==> config.mk <==
export PLATFORM = sky130hd
export DESIGN_NAME = command_frame_to_motor_packets_top
export DESIGN_NICKNAME = d
export VERILOG_FILES = /design/src/rtl/cfmp_pkg.sv /design/src/rtl/cfmp_ctrl.sv /design/src/rtl/cfmp_dp.sv /design/src/rtl/command_frame_to_motor_packets_top.sv
export SDC_FILE = /design/constraint.sdc
export NUM_CORES = 1
export LEC_CHECK = 0
export BUFFER_PORTS_ARGS = -buffer_cell sky130_fd_sc_hd__buf_2
export CORE_ASPECT_RATIO = 0.75
export CORE_MARGIN = 8
export CORE_UTILIZATION = 52
export CTS_BUF_LIST = sky130_fd_sc_hd__clkbuf_4 sky130_fd_sc_hd__clkbuf_8 sky130_fd_sc_hd__clkbuf_16
export DETAILED_ROUTE_END_ITERATION = 12
export HOLD_SLACK_MARGIN = 0.12
export PLACE_DENSITY = 0.72
export SYNTH_ARGS = -nofsm -noshare
export SYNTH_HDL_FRONTEND = slang
export SYNTH_HIERARCHICAL = 1
export SYNTH_SLANG_ARGS = --single-unit
export TNS_END_PERCENT = 1
==> constraint.sdc <==
create_clock -name clk -period 3.18 [get_ports clk]
set_input_delay 0.318 -clock clk [delete_from_list [all_inputs] [get_ports clk]]
set_output_delay 0.318 -clock clk [all_outputs]
set_load 0.01 [all_outputs]
==> src/rtl/cfmp_pkg.sv <==
// ----------------------------------------------------------------------------
// cfmp_pkg: shared definitions for the command frame to motor packet block
// Frame and packet constants, result status codes, the CRC-8 byte update and
// the command and status structs exchanged by the controller and datapath.
// ----------------------------------------------------------------------------
package cfmp_pkg;

  localparam int NUM_MOTORS = 8;
  localparam int FRAME_LEN  = 16;
  localparam int PKT_LEN    = 7;

  localparam int IDX_W = 4;
  localparam int MOT_W = (NUM_MOTORS > 1) ? $clog2(NUM_MOTORS) : 1;
  localparam int POS_W = $clog2(PKT_LEN);

  localparam logic [7:0] START_BYTE = 8'h12;
  localparam logic [7:0] END_BYTE   = 8'h13;
  localparam logic [7:0] CRC_POLY   = 8'hD5;
  localparam logic [7:0] MAG_BAD    = 8'd18;
  localparam logic [7:0] MAG_SUB    = 8'd17;

  // Positions of the bytes within one motor packet.
  localparam logic [POS_W-1:0] POS_START = POS_W'(0);
  localparam logic [POS_W-1:0] POS_ADDR  = POS_W'(1);
  localparam logic [POS_W-1:0] POS_ONE   = POS_W'(2);
  localparam logic [POS_W-1:0] POS_DIR   = POS_W'(3);
  localparam logic [POS_W-1:0] POS_MAG   = POS_W'(4);
  localparam logic [POS_W-1:0] POS_CRC   = POS_W'(5);
  localparam logic [POS_W-1:0] POS_END   = POS_W'(PKT_LEN - 1);

  typedef enum logic [1:0] {
    ST_PACKET = 2'd0,
    ST_REJECT = 2'd1,
    ST_ABORT  = 2'd2
  } status_t;

  // Controller to datapath.
  typedef struct packed {
    logic             frame_start;
    logic             frame_byte;
    logic [IDX_W-1:0] idx;
    logic             emit;
    logic [MOT_W-1:0] motor;
    logic [POS_W-1:0] pos;
    logic             last;
    logic             put_status;
    status_t          status;
  } ctrl_cmd_t;

  // Datapath to controller.
  typedef struct packed {
    logic is_start;
    logic frame_ok;
    logic slot_free;
  } dp_stat_t;

  // Reflected CRC-8, one byte, LSB first.
  function automatic logic [7:0] crc8_add(input logic [7:0] crc, input logic [7:0] b);
    logic [7:0] c;
    logic [7:0] d;
    c = crc;
    d = b;
    for (int k = 0; k < 8; k++) begin
      if (c[0] ^ d[0]) begin
        c = (c >> 1) ^ CRC_POLY;
      end else begin
        c = c >> 1;
      end
      d = d >> 1;
    end
    return c;
  endfunction

endpackage

==> src/rtl/cfmp_ctrl.sv <==
// ----------------------------------------------------------------------------
// cfmp_ctrl: frame sequencing controller
// Tracks frame position, decides the fate of each frame and steps through
// the motor packet bytes of a valid frame.
// ----------------------------------------------------------------------------
module cfmp_ctrl (
  input  logic                clk,
  input  logic                rst_n,
  input  logic                in_valid,
  output logic                in_stall,
  input  cfmp_pkg::dp_stat_t  st,
  output cfmp_pkg::ctrl_cmd_t cmd
);

  typedef enum logic [1:0] {
    S_WAIT,
    S_FRAME,
    S_EMIT
  } state_t;

  localparam logic [cfmp_pkg::IDX_W-1:0] LAST_IDX =
    cfmp_pkg::IDX_W'(cfmp_pkg::FRAME_LEN - 1);
  localparam logic [cfmp_pkg::MOT_W-1:0] LAST_MOT =
    cfmp_pkg::MOT_W'(cfmp_pkg::NUM_MOTORS - 1);

  state_t                       state_r, state_nxt;
  logic [cfmp_pkg::IDX_W-1:0]   idx_r, idx_nxt;
  logic [cfmp_pkg::MOT_W-1:0]   mot_r, mot_nxt;
  logic [cfmp_pkg::POS_W-1:0]   pos_r, pos_nxt;

  always_comb begin
    state_nxt      = state_r;
    idx_nxt        = idx_r;
    mot_nxt        = mot_r;
    pos_nxt        = pos_r;
    cmd            = '0;
    cmd.status     = cfmp_pkg::ST_PACKET;
    cmd.idx        = idx_r;
    cmd.motor      = mot_r;
    cmd.pos        = pos_r;
    in_stall       = 1'b1;
    case (state_r)
      S_WAIT: begin
        in_stall = !st.slot_free;
        if (in_valid && st.slot_free && st.is_start) begin
          cmd.frame_start = 1'b1;
          idx_nxt         = cfmp_pkg::IDX_W'(1);
          state_nxt       = S_FRAME;
        end
      end
      S_FRAME: begin
        in_stall = !st.slot_free;
        if (in_valid && st.slot_free) begin
          if (st.is_start) begin
            cmd.put_status = 1'b1;
            cmd.status     = cfmp_pkg::ST_ABORT;
            cmd.last       = 1'b1;
            idx_nxt        = '0;
            state_nxt      = S_WAIT;
          end else begin
            cmd.frame_byte = 1'b1;
            if (idx_r < LAST_IDX) begin
              idx_nxt = idx_r + cfmp_pkg::IDX_W'(1);
            end else begin
              idx_nxt = '0;
              if (st.frame_ok) begin
                mot_nxt   = '0;
                pos_nxt   = cfmp_pkg::POS_START;
                state_nxt = S_EMIT;
              end else begin
                cmd.put_status = 1'b1;
                cmd.status     = cfmp_pkg::ST_REJECT;
                cmd.last       = 1'b1;
                state_nxt      = S_WAIT;
              end
            end
          end
        end
      end
      S_EMIT: begin
        if (st.slot_free) begin
          cmd.emit = 1'b1;
          cmd.last = (mot_r == LAST_MOT) && (pos_r == cfmp_pkg::POS_END);
          if (pos_r == cfmp_pkg::POS_END) begin
            pos_nxt = cfmp_pkg::POS_START;
            if (mot_r == LAST_MOT) begin
              state_nxt = S_WAIT;
            end else begin
              mot_nxt = mot_r + cfmp_pkg::MOT_W'(1);
            end
          end else begin
            pos_nxt = pos_r + cfmp_pkg::POS_W'(1);
          end
        end
      end
      default: begin
        state_nxt = S_WAIT;
      end
    endcase
  end

  always_ff @(posedge clk) begin
    if (!rst_n) begin
      state_r <= S_WAIT;
      idx_r   <= '0;
      mot_r   <= '0;
      pos_r   <= cfmp_pkg::POS_START;
    end else begin
      state_r <= state_nxt;
      idx_r   <= idx_nxt;
      mot_r   <= mot_nxt;
      pos_r   <= pos_nxt;
    end
  end

endmodule

==> src/rtl/cfmp_dp.sv <==
// ----------------------------------------------------------------------------
// cfmp_dp: frame and packet datapath
// Running CRC, stored motor commands, packet byte generation with its own
// CRC, and the output register.
// ----------------------------------------------------------------------------
module cfmp_dp (
  input  logic                clk,
  input  logic                rst_n,
  input  logic [7:0]          in_rx_byte,
  input  cfmp_pkg::ctrl_cmd_t cmd,
  output cfmp_pkg::dp_stat_t  st,
  output logic                out_valid,
  input  logic                out_stall,
  output logic [7:0]          out_byte,
  output logic                out_last,
  output logic [1:0]          out_status
);

  localparam logic [cfmp_pkg::IDX_W-1:0] CRC_LAST_IDX =
    cfmp_pkg::IDX_W'(cfmp_pkg::FRAME_LEN - 3);
  localparam logic [cfmp_pkg::IDX_W-1:0] CHK_IDX =
    cfmp_pkg::IDX_W'(cfmp_pkg::FRAME_LEN - 2);
  localparam logic [cfmp_pkg::IDX_W-1:0] MOT_LAST_IDX =
    cfmp_pkg::IDX_W'(cfmp_pkg::NUM_MOTORS);

  logic [7:0]                 crc_r;
  logic                       match_r;
  logic [7:0]                 pcrc_r;
  logic [7:0]                 motor_r [cfmp_pkg::NUM_MOTORS];
  logic                       out_valid_r;
  logic [7:0]                 out_byte_r;
  logic                       out_last_r;
  cfmp_pkg::status_t          out_status_r;

  logic [cfmp_pkg::IDX_W-1:0] widx;
  logic [7:0]                 cmd_byte;
  logic [7:0]                 mag;
  logic [7:0]                 pkt_byte;
  logic                       slot_free;
  logic                       load;

  assign slot_free   = !out_valid_r || !out_stall;
  assign load        = cmd.emit || cmd.put_status;
  assign st.slot_free = slot_free;
  assign st.is_start = (in_rx_byte == cfmp_pkg::START_BYTE);
  assign st.frame_ok = match_r && (in_rx_byte == cfmp_pkg::END_BYTE);

  assign widx = cmd.idx - cfmp_pkg::IDX_W'(1);

  always_comb begin
    cmd_byte = motor_r[cmd.motor];
    mag      = {cmd_byte[6:0], 1'b0};
    if (mag == cfmp_pkg::MAG_BAD) begin
      mag = cfmp_pkg::MAG_SUB;
    end
    case (cmd.pos)
      cfmp_pkg::POS_START: pkt_byte = cfmp_pkg::START_BYTE;
      cfmp_pkg::POS_ADDR:  pkt_byte = 8'(cmd.motor) + 8'd1;
      cfmp_pkg::POS_ONE:   pkt_byte = 8'd1;
      cfmp_pkg::POS_DIR:   pkt_byte = {7'd0, ~cmd_byte[7]};
      cfmp_pkg::POS_MAG:   pkt_byte = mag;
      cfmp_pkg::POS_CRC:   pkt_byte = pcrc_r;
      default:             pkt_byte = cfmp_pkg::END_BYTE;
    endcase
  end

  // Frame collection and packet CRC; the CRCs and the match flag are cleared at the start of their use.
  always_ff @(posedge clk) begin
    if (cmd.frame_start) begin
      crc_r   <= 8'd0;
      match_r <= 1'b0;
    end
    if (cmd.frame_byte) begin
      if (cmd.idx != '0 && cmd.idx <= MOT_LAST_IDX) begin
        motor_r[widx[cfmp_pkg::MOT_W-1:0]] <= in_rx_byte;
      end
      if (cmd.idx <= CRC_LAST_IDX) begin
        crc_r <= cfmp_pkg::crc8_add(crc_r, in_rx_byte);
      end
      if (cmd.idx == CHK_IDX) begin
        match_r <= (in_rx_byte == crc_r);
      end
    end
    if (cmd.emit) begin
      if (cmd.pos == cfmp_pkg::POS_START) begin
        pcrc_r <= 8'd0;
      end else if (cmd.pos <= cfmp_pkg::POS_MAG) begin
        pcrc_r <= cfmp_pkg::crc8_add(pcrc_r, pkt_byte);
      end
    end
  end

  always_ff @(posedge clk) begin
    if (!rst_n) begin
      out_valid_r <= 1'b0;
    end else if (slot_free) begin
      out_valid_r <= load;
    end
  end

  always_ff @(posedge clk) begin
    if (slot_free && load) begin
      out_byte_r   <= cmd.emit ? pkt_byte : 8'd0;
      out_last_r   <= cmd.last;
      out_status_r <= cmd.status;
    end
  end

  assign out_valid  = out_valid_r;
  assign out_byte   = out_byte_r;
  assign out_last   = out_last_r;
  assign out_status = out_status_r;

endmodule

==> src/rtl/command_frame_to_motor_packets_top.sv <==
// ----------------------------------------------------------------------------
// command_frame_to_motor_packets_top: command frame to motor packet translator
// Checks CRC-8 framed command frames and turns each valid one into a burst
// of motor packets.
// ----------------------------------------------------------------------------
// Usage:
// The input channel (in_valid, in_stall, in_rx_byte) carries one received
// byte per transaction. Outside a frame every byte except the start byte is
// dropped. Frame bytes are taken one per cycle while the output register is
// free or draining.
// The output channel (out_valid, out_stall, out_byte, out_last, out_status)
// carries one result per transaction from a single output register. A status
// result is offered from the cycle after the byte that causes it; the first
// packet byte of a valid frame comes in the cycle after that.
// A valid frame yields NUM_MOTORS packets of seven bytes, one byte per cycle
// when the receiver does not stall, and the input is stalled for that whole
// burst. A rejected or aborted frame yields a single status transaction with
// last set. When the receiver stalls, the output register holds its result
// and the input stalls too, so nothing is lost. Synchronous reset returns the
// block to waiting for a start byte with the output register empty.
// ----------------------------------------------------------------------------
module command_frame_to_motor_packets_top (
  input  logic       clk,
  input  logic       rst_n,
  input  logic       in_valid,
  output logic       in_stall,
  input  logic [7:0] in_rx_byte,
  output logic       out_valid,
  input  logic       out_stall,
  output logic [7:0] out_byte,
  output logic       out_last,
  output logic [1:0] out_status
);

  // Command and status groups between controller and datapath.
  cfmp_pkg::ctrl_cmd_t cmd;
  cfmp_pkg::dp_stat_t  st;

  // The controller owns frame position and packet sequencing.
  cfmp_ctrl u_ctrl (
    .clk      (clk),
    .rst_n    (rst_n),
    .in_valid (in_valid),
    .in_stall (in_stall),
    .st       (st),
    .cmd      (cmd)
  );

  // The datapath owns the CRCs, the stored commands and the output register.
  cfmp_dp u_dp (
    .clk        (clk),
    .rst_n      (rst_n),
    .in_rx_byte (in_rx_byte),
    .cmd        (cmd),
    .st         (st),
    .out_valid  (out_valid),
    .out_stall  (out_stall),
    .out_byte   (out_byte),
    .out_last   (out_last),
    .out_status (out_status)
  );

`ifndef NO_ASSERTIONS
  // No input byte is taken while a packet burst is being emitted.
  a_no_accept_in_burst: assert property (@(posedge clk) disable iff (!rst_n)
    cmd.emit |-> in_stall)
    else $error("input accepted during packet emission");

  // Status-only results carry a zero byte and end their burst.
  a_status_shape: assert property (@(posedge clk) disable iff (!rst_n)
    (out_valid && out_status != cfmp_pkg::ST_PACKET) |-> (out_last && out_byte == 8'd0))
    else $error("malformed status result");

  // The final byte of a packet burst is the end byte.
  a_burst_end: assert property (@(posedge clk) disable iff (!rst_n)
    (out_valid && out_last && out_status == cfmp_pkg::ST_PACKET)
      |-> (out_byte == cfmp_pkg::END_BYTE))
    else $error("packet burst does not close with the end byte");

  // A result is only loaded when the output register can take it.
  a_load_when_free: assert property (@(posedge clk) disable iff (!rst_n)
    (cmd.emit || cmd.put_status) |-> st.slot_free)
    else $error("result issued while output register is held");
`endif

endmodule

==> reports/metrics.yaml, run 1 <==
setup_viol: 0
r2r-start: "u_ctrl/mot_r[0]"
p_per_area_nw_per_um2: 439
cap_violations: 0
required_ps: 3280
regArea_sq_um: 2940
worst_pin_slew_ps: 1020
vias_per_cell: 5.64
grt_antenna_before_repair: 0
grt_pass1_wl_um: 17800
io_pins: 25
async_reset_ff_share_pct: 0
drive_above_1_share_pct: 23.5
core_area_sq_um: 10100
vias: 3450
start_util_pct: 52.6
crit_type: "flip-flop to flip-flop"
cp.arrival_ps: 3210
grt_util_all_layers_pct: 16.8
htreeDepth: 3
hold_viol: 0
synth_area_leader_cell: "edfxtp_1"
synthTopCellsByArea: "edfxtp_1 (47%), dfxtp_1 (8.3%), mux4_2 (5.5%)"
relSlewSlack_pct: 32.0
cts-root-buf: "clkbuf_16"
die_w_um: 133
critPathMaxFanout: 6
yosysMostFrequentCell: "edfxtp_1"
cts_tree: "yes"
max_freq_mhz: 322
final.setup_skew_ps: 6.11
fill_cells: 798
cts.path.max_buffers: 2
cts_num_sinks: 105
end_kind: "flip-flop"
rows: 32
synthCells: 414
die-area_sq_um: 13700
rsz0062_at_grt: "true"
gp_congestion: 0.878
synth_top_cell_area_share_pct: 47.0
numCtsBuffers: 9
antenna_left: 0
crit_path_start_kind: "flip-flop"
gr-total-overflow: 0
clkTransAtPathRegs_ps: 70
synthTopCellsByCount: "edfxtp_1 (83), nor2_1 (36), nand2_1 (31), dfxtp_1 (22), xnor2_1 (22)"
reg2reg_depth: 9
period_minus_slack_ps: 3110
mappedNetlistNets: 436
dr.pass1.iters: 4
vdd_ir_drop_max_mv: 0.256
timing.hold.ws_ps: 333
ys_ff_latch: 105
synth_edf_count: 83
utilization_pct: 61.3
yosys_warnings: 6
cp-startpoint: "u_ctrl/mot_r[0]"
ys_types: 61
syn_area_per_cell_sq_um: 12.8
grt_pass1_vias: 3415
die_y_um: 103
synth_ff_type: "edfxtp_1"
syn_area_sq_um: 5300
leakagePower_nw: 2.13
min_period_over_period_pct: 97.8
worstHoldStart: "in_rx_byte[7]"
grt_start_max_net_pins: 22
clkLatencyLatePin_ps: 350
hold_class: "primary input to flip-flop"
drv_slew: 0
min_delay_path_depth: 1
fin_nets: 493
totalWireLength_um: 11200
dr.first_iter.drc_count: 355
wl_per_cell_um: 18.4
multi_input_area_sq_um: 2320
hpwlAfterDp_um: 7780
yosysSeqAreaShare_pct: 55.3
antennaDiodeCount: 0
numPortBuffers: 24
synthToLayoutAreaGrowth_pct: 16.6
status: "finished clean"
drc: 0
-- per-stage QoR --
step	cell area [sq um]	setup TNS, ps	power, mW	std cells	setup slack [ps]
after global placement	5750	0	1.64	588	35.5
final	6190	0	2.71	612	71.0
after floorplan	5300	-7.83	1.61	414	-7.83
after global routing	6190	-25.2	2.80	612	-13.7
after CTS	6100	0	2.73	609	15.6
after detailed placement	5750	-24.4	1.65	588	-15.5
-- metal layers --
| layer | track usage, % | wire [um] | share of wire (%) |
|---|---|---|---|
| met1 | 23.0 | 5480 | 49 |
| met2 | 27.0 | 5240 | 47 |
| met3 | 3.81 | 449 | 4.0 |
| met5 | 0 | 0 | 0 |
| met4 | 4.17 | 80 | 0.71 |
-- path summary, 6_finish.rpt --
check	endpoint	slack (ps)
max	u_dp/pcrc_r[0]	70
min	u_dp/motor_r[1][7]	330
max reg2reg	u_dp/pcrc_r[0]	70
min reg2reg	u_dp/crc_r[7]	480
-- layout by cell type, fill, tap and decap left out, drive strengths merged, types with 15 or more instances in the layout --
master  instances
nor2           36
buf            57
dfxtp          22
nand2          31
mux4           15
clkbuf         15
xnor2          23
edfxtp         83
xor2           16
o21ai          22
-- state kept, by name (all words and copies together) (netlist names) --
register	count
u_dp/motor_r	64
u_dp/crc_r	8
u_dp/out_byte	8
u_dp/pcrc_r	8
u_ctrl/idx_r	4
u_ctrl/mot_r	3
u_ctrl/pos_r	3
u_ctrl/state_r	2
u_dp/out_status	2
u_dp/match_r	1
u_dp/out_last	1
u_dp/out_valid	1
-- area by class of cell --
class                      instances  share of cell area, %
inverter                          10                  0.607
multi-input combinational        287                   37.5
clock inverter                     2                  0.142
clock buffer                      14                   4.73
timing repair buffer              58                   6.76
sequential                       105                   47.5
tap                              136                   2.75
-- where the power goes --
| part | leakage [nW] | switching [mW] | total [mW] | internal (mW) |
|---|---|---|---|---|
| registers | 0.908 | 0.00372 | 1.48 | 1.48 |
| clock network | 0.152 | 0.461 | 1.10 | 0.635 |
| logic | 1.07 | 0.0787 | 0.137 | 0.0580 |
-- kinds of logic after synthesis --
group | synth area share (%)
AOI/OAI and AO/OA | 7.81
xor gates and xnor gates | 8.35
buffers and inverters | 1.96
and+or+nand+nor | 13.5
adders and majority gates | 2.36
muxes | 10.7
DFF | 55.3
-- what timing repair did --
action | CTS | global route
hold buffers | 0 | 0
cloned | 0 | 1
pin swaps | 3 | 5
gates resized for setup | 3 | 9
setup endpoints to repair | 2 | 4
buffers inserted | 5 | 2
-- worst max-delay path, stage by stage (launching register included) --
cell and delay (ps):
dfxtp_4 380, buf_12 130, mux4_2 490, mux2_4 320, nor4_4 310, nand2_1 100, a22oi_2 220, xnor3_2 340
xnor2_4 210, mux2_2 350
No activity file was read; power rests on OpenSTA's default activity.
==> run 2: changes to the inputs <==
- CORE_UTILIZATION: 52 -> 35
- GPL_ROUTABILITY_DRIVEN: default -> 0
- PLACE_DENSITY: 0.72 -> default
==> run 2 against run 1 <==
Compared with the run above:
- cell count increased by 11%
- design area rose by 0.59%
- register-to-register slack lost 30 ps
- clock skew up 3.6 ps
- sequential power barely moved
- core utilization decreased by 20 points
- largest cell class unchanged
- critical path depth did not move
- global-route usage decreased by 3.7 points
- die area up 41%
- sequential cell count stayed put
==> reports/metrics.yaml, run 2 (synthesis gave the netlist of run 1 again) <==
critPathMaxFanout: 7  # +1
totalWireLength_um: 12000  # +7.1%
rows: 39  # +22%
clkTransAtPathRegs_ps: 70  # about the same
tns_ps: 0  # unchanged
htreeDepth: 3  # unchanged
crit_type: "flip-flop to flip-flop"
period_minus_slack_ps: 3140  # +26.6 ps
fill_cells: 1430  # +79%
drv_slew: 0  # unchanged
wl_per_cell_um: 17.7  # -3.5%
cts.path.max_buffers: 2  # unchanged
largest_reg_flops: 64  # unchanged
dp_cells: 660  # +12%
clkLatencyLatePin_ps: 350  # about the same
hold_class: "primary input to flip-flop"
worst_pin_slew_ps: 993  # -22.9 ps
final_common_cell: "edfxtp_1"
end_kind: "flip-flop"
grt_antenna_before_repair: 0  # unchanged
grt_pass1_wl_um: 19000  # +6.7%
utilization_pct: 41.4  # -20 points
grt_pass1_vias: 3449  # +1.0%
numCtsBuffers: 9  # unchanged
drc: 0  # unchanged
dr.pass1.iters: 5  # +1
cpPeakStageDelay_ps: 500  # about the same
gr-total-overflow: 0  # unchanged
fin_nets: 491  # -0.41%
status: "finished clean"
regArea_sq_um: 2940  # unchanged
required_ps: 3280  # about the same
final.setup_skew_ps: 9.73  # +3.61 ps
min_period_over_period_pct: 98.6  # +0.84 points
synthToLayoutAreaGrowth_pct: 17.3
critPathTopFamily: "multiplexers"
hpwlAfterDp_um: 8450  # +8.6%
path_cells: "buf_12, mux4_2, mux2_4, nor4_4, nand2_1, a22oi_2, xnor3_2, xnor2_4, mux2_4"
cap_violations: 0  # unchanged
max_freq_mhz: 319  # -0.85%
grt_util_all_layers_pct: 13.1  # -3.7 points
leakagePower_nw: 2.11  # -1.4%
antennaDiodeCount: 0  # unchanged
path_depth: 9  # unchanged
setup_viol: 0  # unchanged
cts-root-buf: "clkbuf_16"
dr.first_iter.drc_count: 234  # -34%
relSlewSlack_pct: 33.6  # +1.5 points
fin_cells: 679  # +11%
crit_path_start_kind: "flip-flop"
multi_input_area_sq_um: 2310  # -0.48%
die_y_um: 123  # +19%
antenna_left: 0  # unchanged
reg2reg_depth: 9  # unchanged
cpMostUsedCell: "mux2_4"
vias: 3462  # +0.35%
vdd_ir_drop_max_mv: 0.284  # +11%
timing.hold.ws_ps: 325  # -7.86 ps
cts_tree: "yes"
finalPower_mw: 2.66  # -1.8%
final_cell_mix: "edfxtp_1 (83), nor2_1 (36), nand2_1 (31), buf_4 (29), buf_2 (24)"
vias_per_cell: 5.10  # -9.6%
crit_slowest_cell: "mux4_2"
die_w_um: 158  # +19%
io_pins: 25  # unchanged
cts_num_sinks: 105  # unchanged
core_area_sq_um: 15000  # +49%
min_delay_path_depth: 1  # unchanged
die-area_sq_um: 19400  # +41%
grt_start_max_net_pins: 20  # -9.1%
cp.arrival_ps: 3230  # +20 ps
drive_above_1_share_pct: 22.8  # -0.74 points
numPortBuffers: 24  # unchanged
p_per_area_nw_per_um2: 428  # -2.4%
start_util_pct: 35.3  # -17 points
rsz0062_at_grt: "true"
hold_viol: 0  # unchanged
cp_num_buf_inv: 1  # unchanged
## run 2: cell types whose count changed in the layout (fill, tap and decap cells not counted), moves of 2 or more
cell,before,now
buf_4,31,29
clkbuf_16,11,9
clkbuf_8,2,0
inv_6,0,2
mux2_2,4,2
mux2_4,2,5
o21ai_1,1,3
o21ai_2,2,0
## run 2: final cells by class
type	count	share of cell area (%)
clock buffer	10	3.74
clock inverter	6	0.684
inverter	10	0.603
multi-input combinational	287	37.1
sequential	105	47.2
tap	205	4.12
timing repair buffer	56	6.52
## run 2: worst paths after layout
path / startpoint / endpoint / slack [ps]
worst max-delay path: u_ctrl/mot_r[0] / u_dp/pcrc_r[0] / 40
worst min-delay path: in_rx_byte[7] / u_dp/motor_r[4][7] / 320
worst max register to register: u_ctrl/mot_r[0] / u_dp/pcrc_r[0] / 40
worst min register to register: u_ctrl/state_r[1] / u_ctrl/state_r[1] / 490
## run 2: power by group
group / internal (mW) / total, mW / switching (mW)
registers: 1.48 / 1.48 / 0.00382
logic: 0.0589 / 0.144 / 0.0849
clock network: 0.543 / 1.04 / 0.498
total: 2.08 / 2.66 / 0.586
## run 2: per-layer routing
layer / part of all wire (%) / global-route usage [%] / routed length [um]
met3: 5.5 / 3.87 / 668
met1: 48 / 18.1 / 5760
met4: 0.85 / 3.23 / 102
met2: 46 / 20.0 / 5500
met5: 0 / 0 / 0
## run 2: per-stage QoR
stage	cell area [sq um]	worst slack, ps
floorplan	5300	-7.83
detailed placement	5860	-53.4
CTS	6190	7.38
finish	6220	44.4
global placement	5860	25.5
global route	6220	-110
## run 2: worst register-to-register path: stages, from the launching register on
cell and delay [ps]:
dfxtp_4 400, buf_12 150, mux4_2 510, mux2_4 320, nor4_4 290, nand2_1 100
a22oi_2 230, xnor3_2 340, xnor2_4 230, mux2_4 320
## run 2: timing repair
action	4_1_cts	5_1_grt
pin swaps	2	5
setup buffers	2	0
gates cloned	1	0
endpoints found under the setup margin	2	5
resized for setup	4	9
hold buffers	0	0
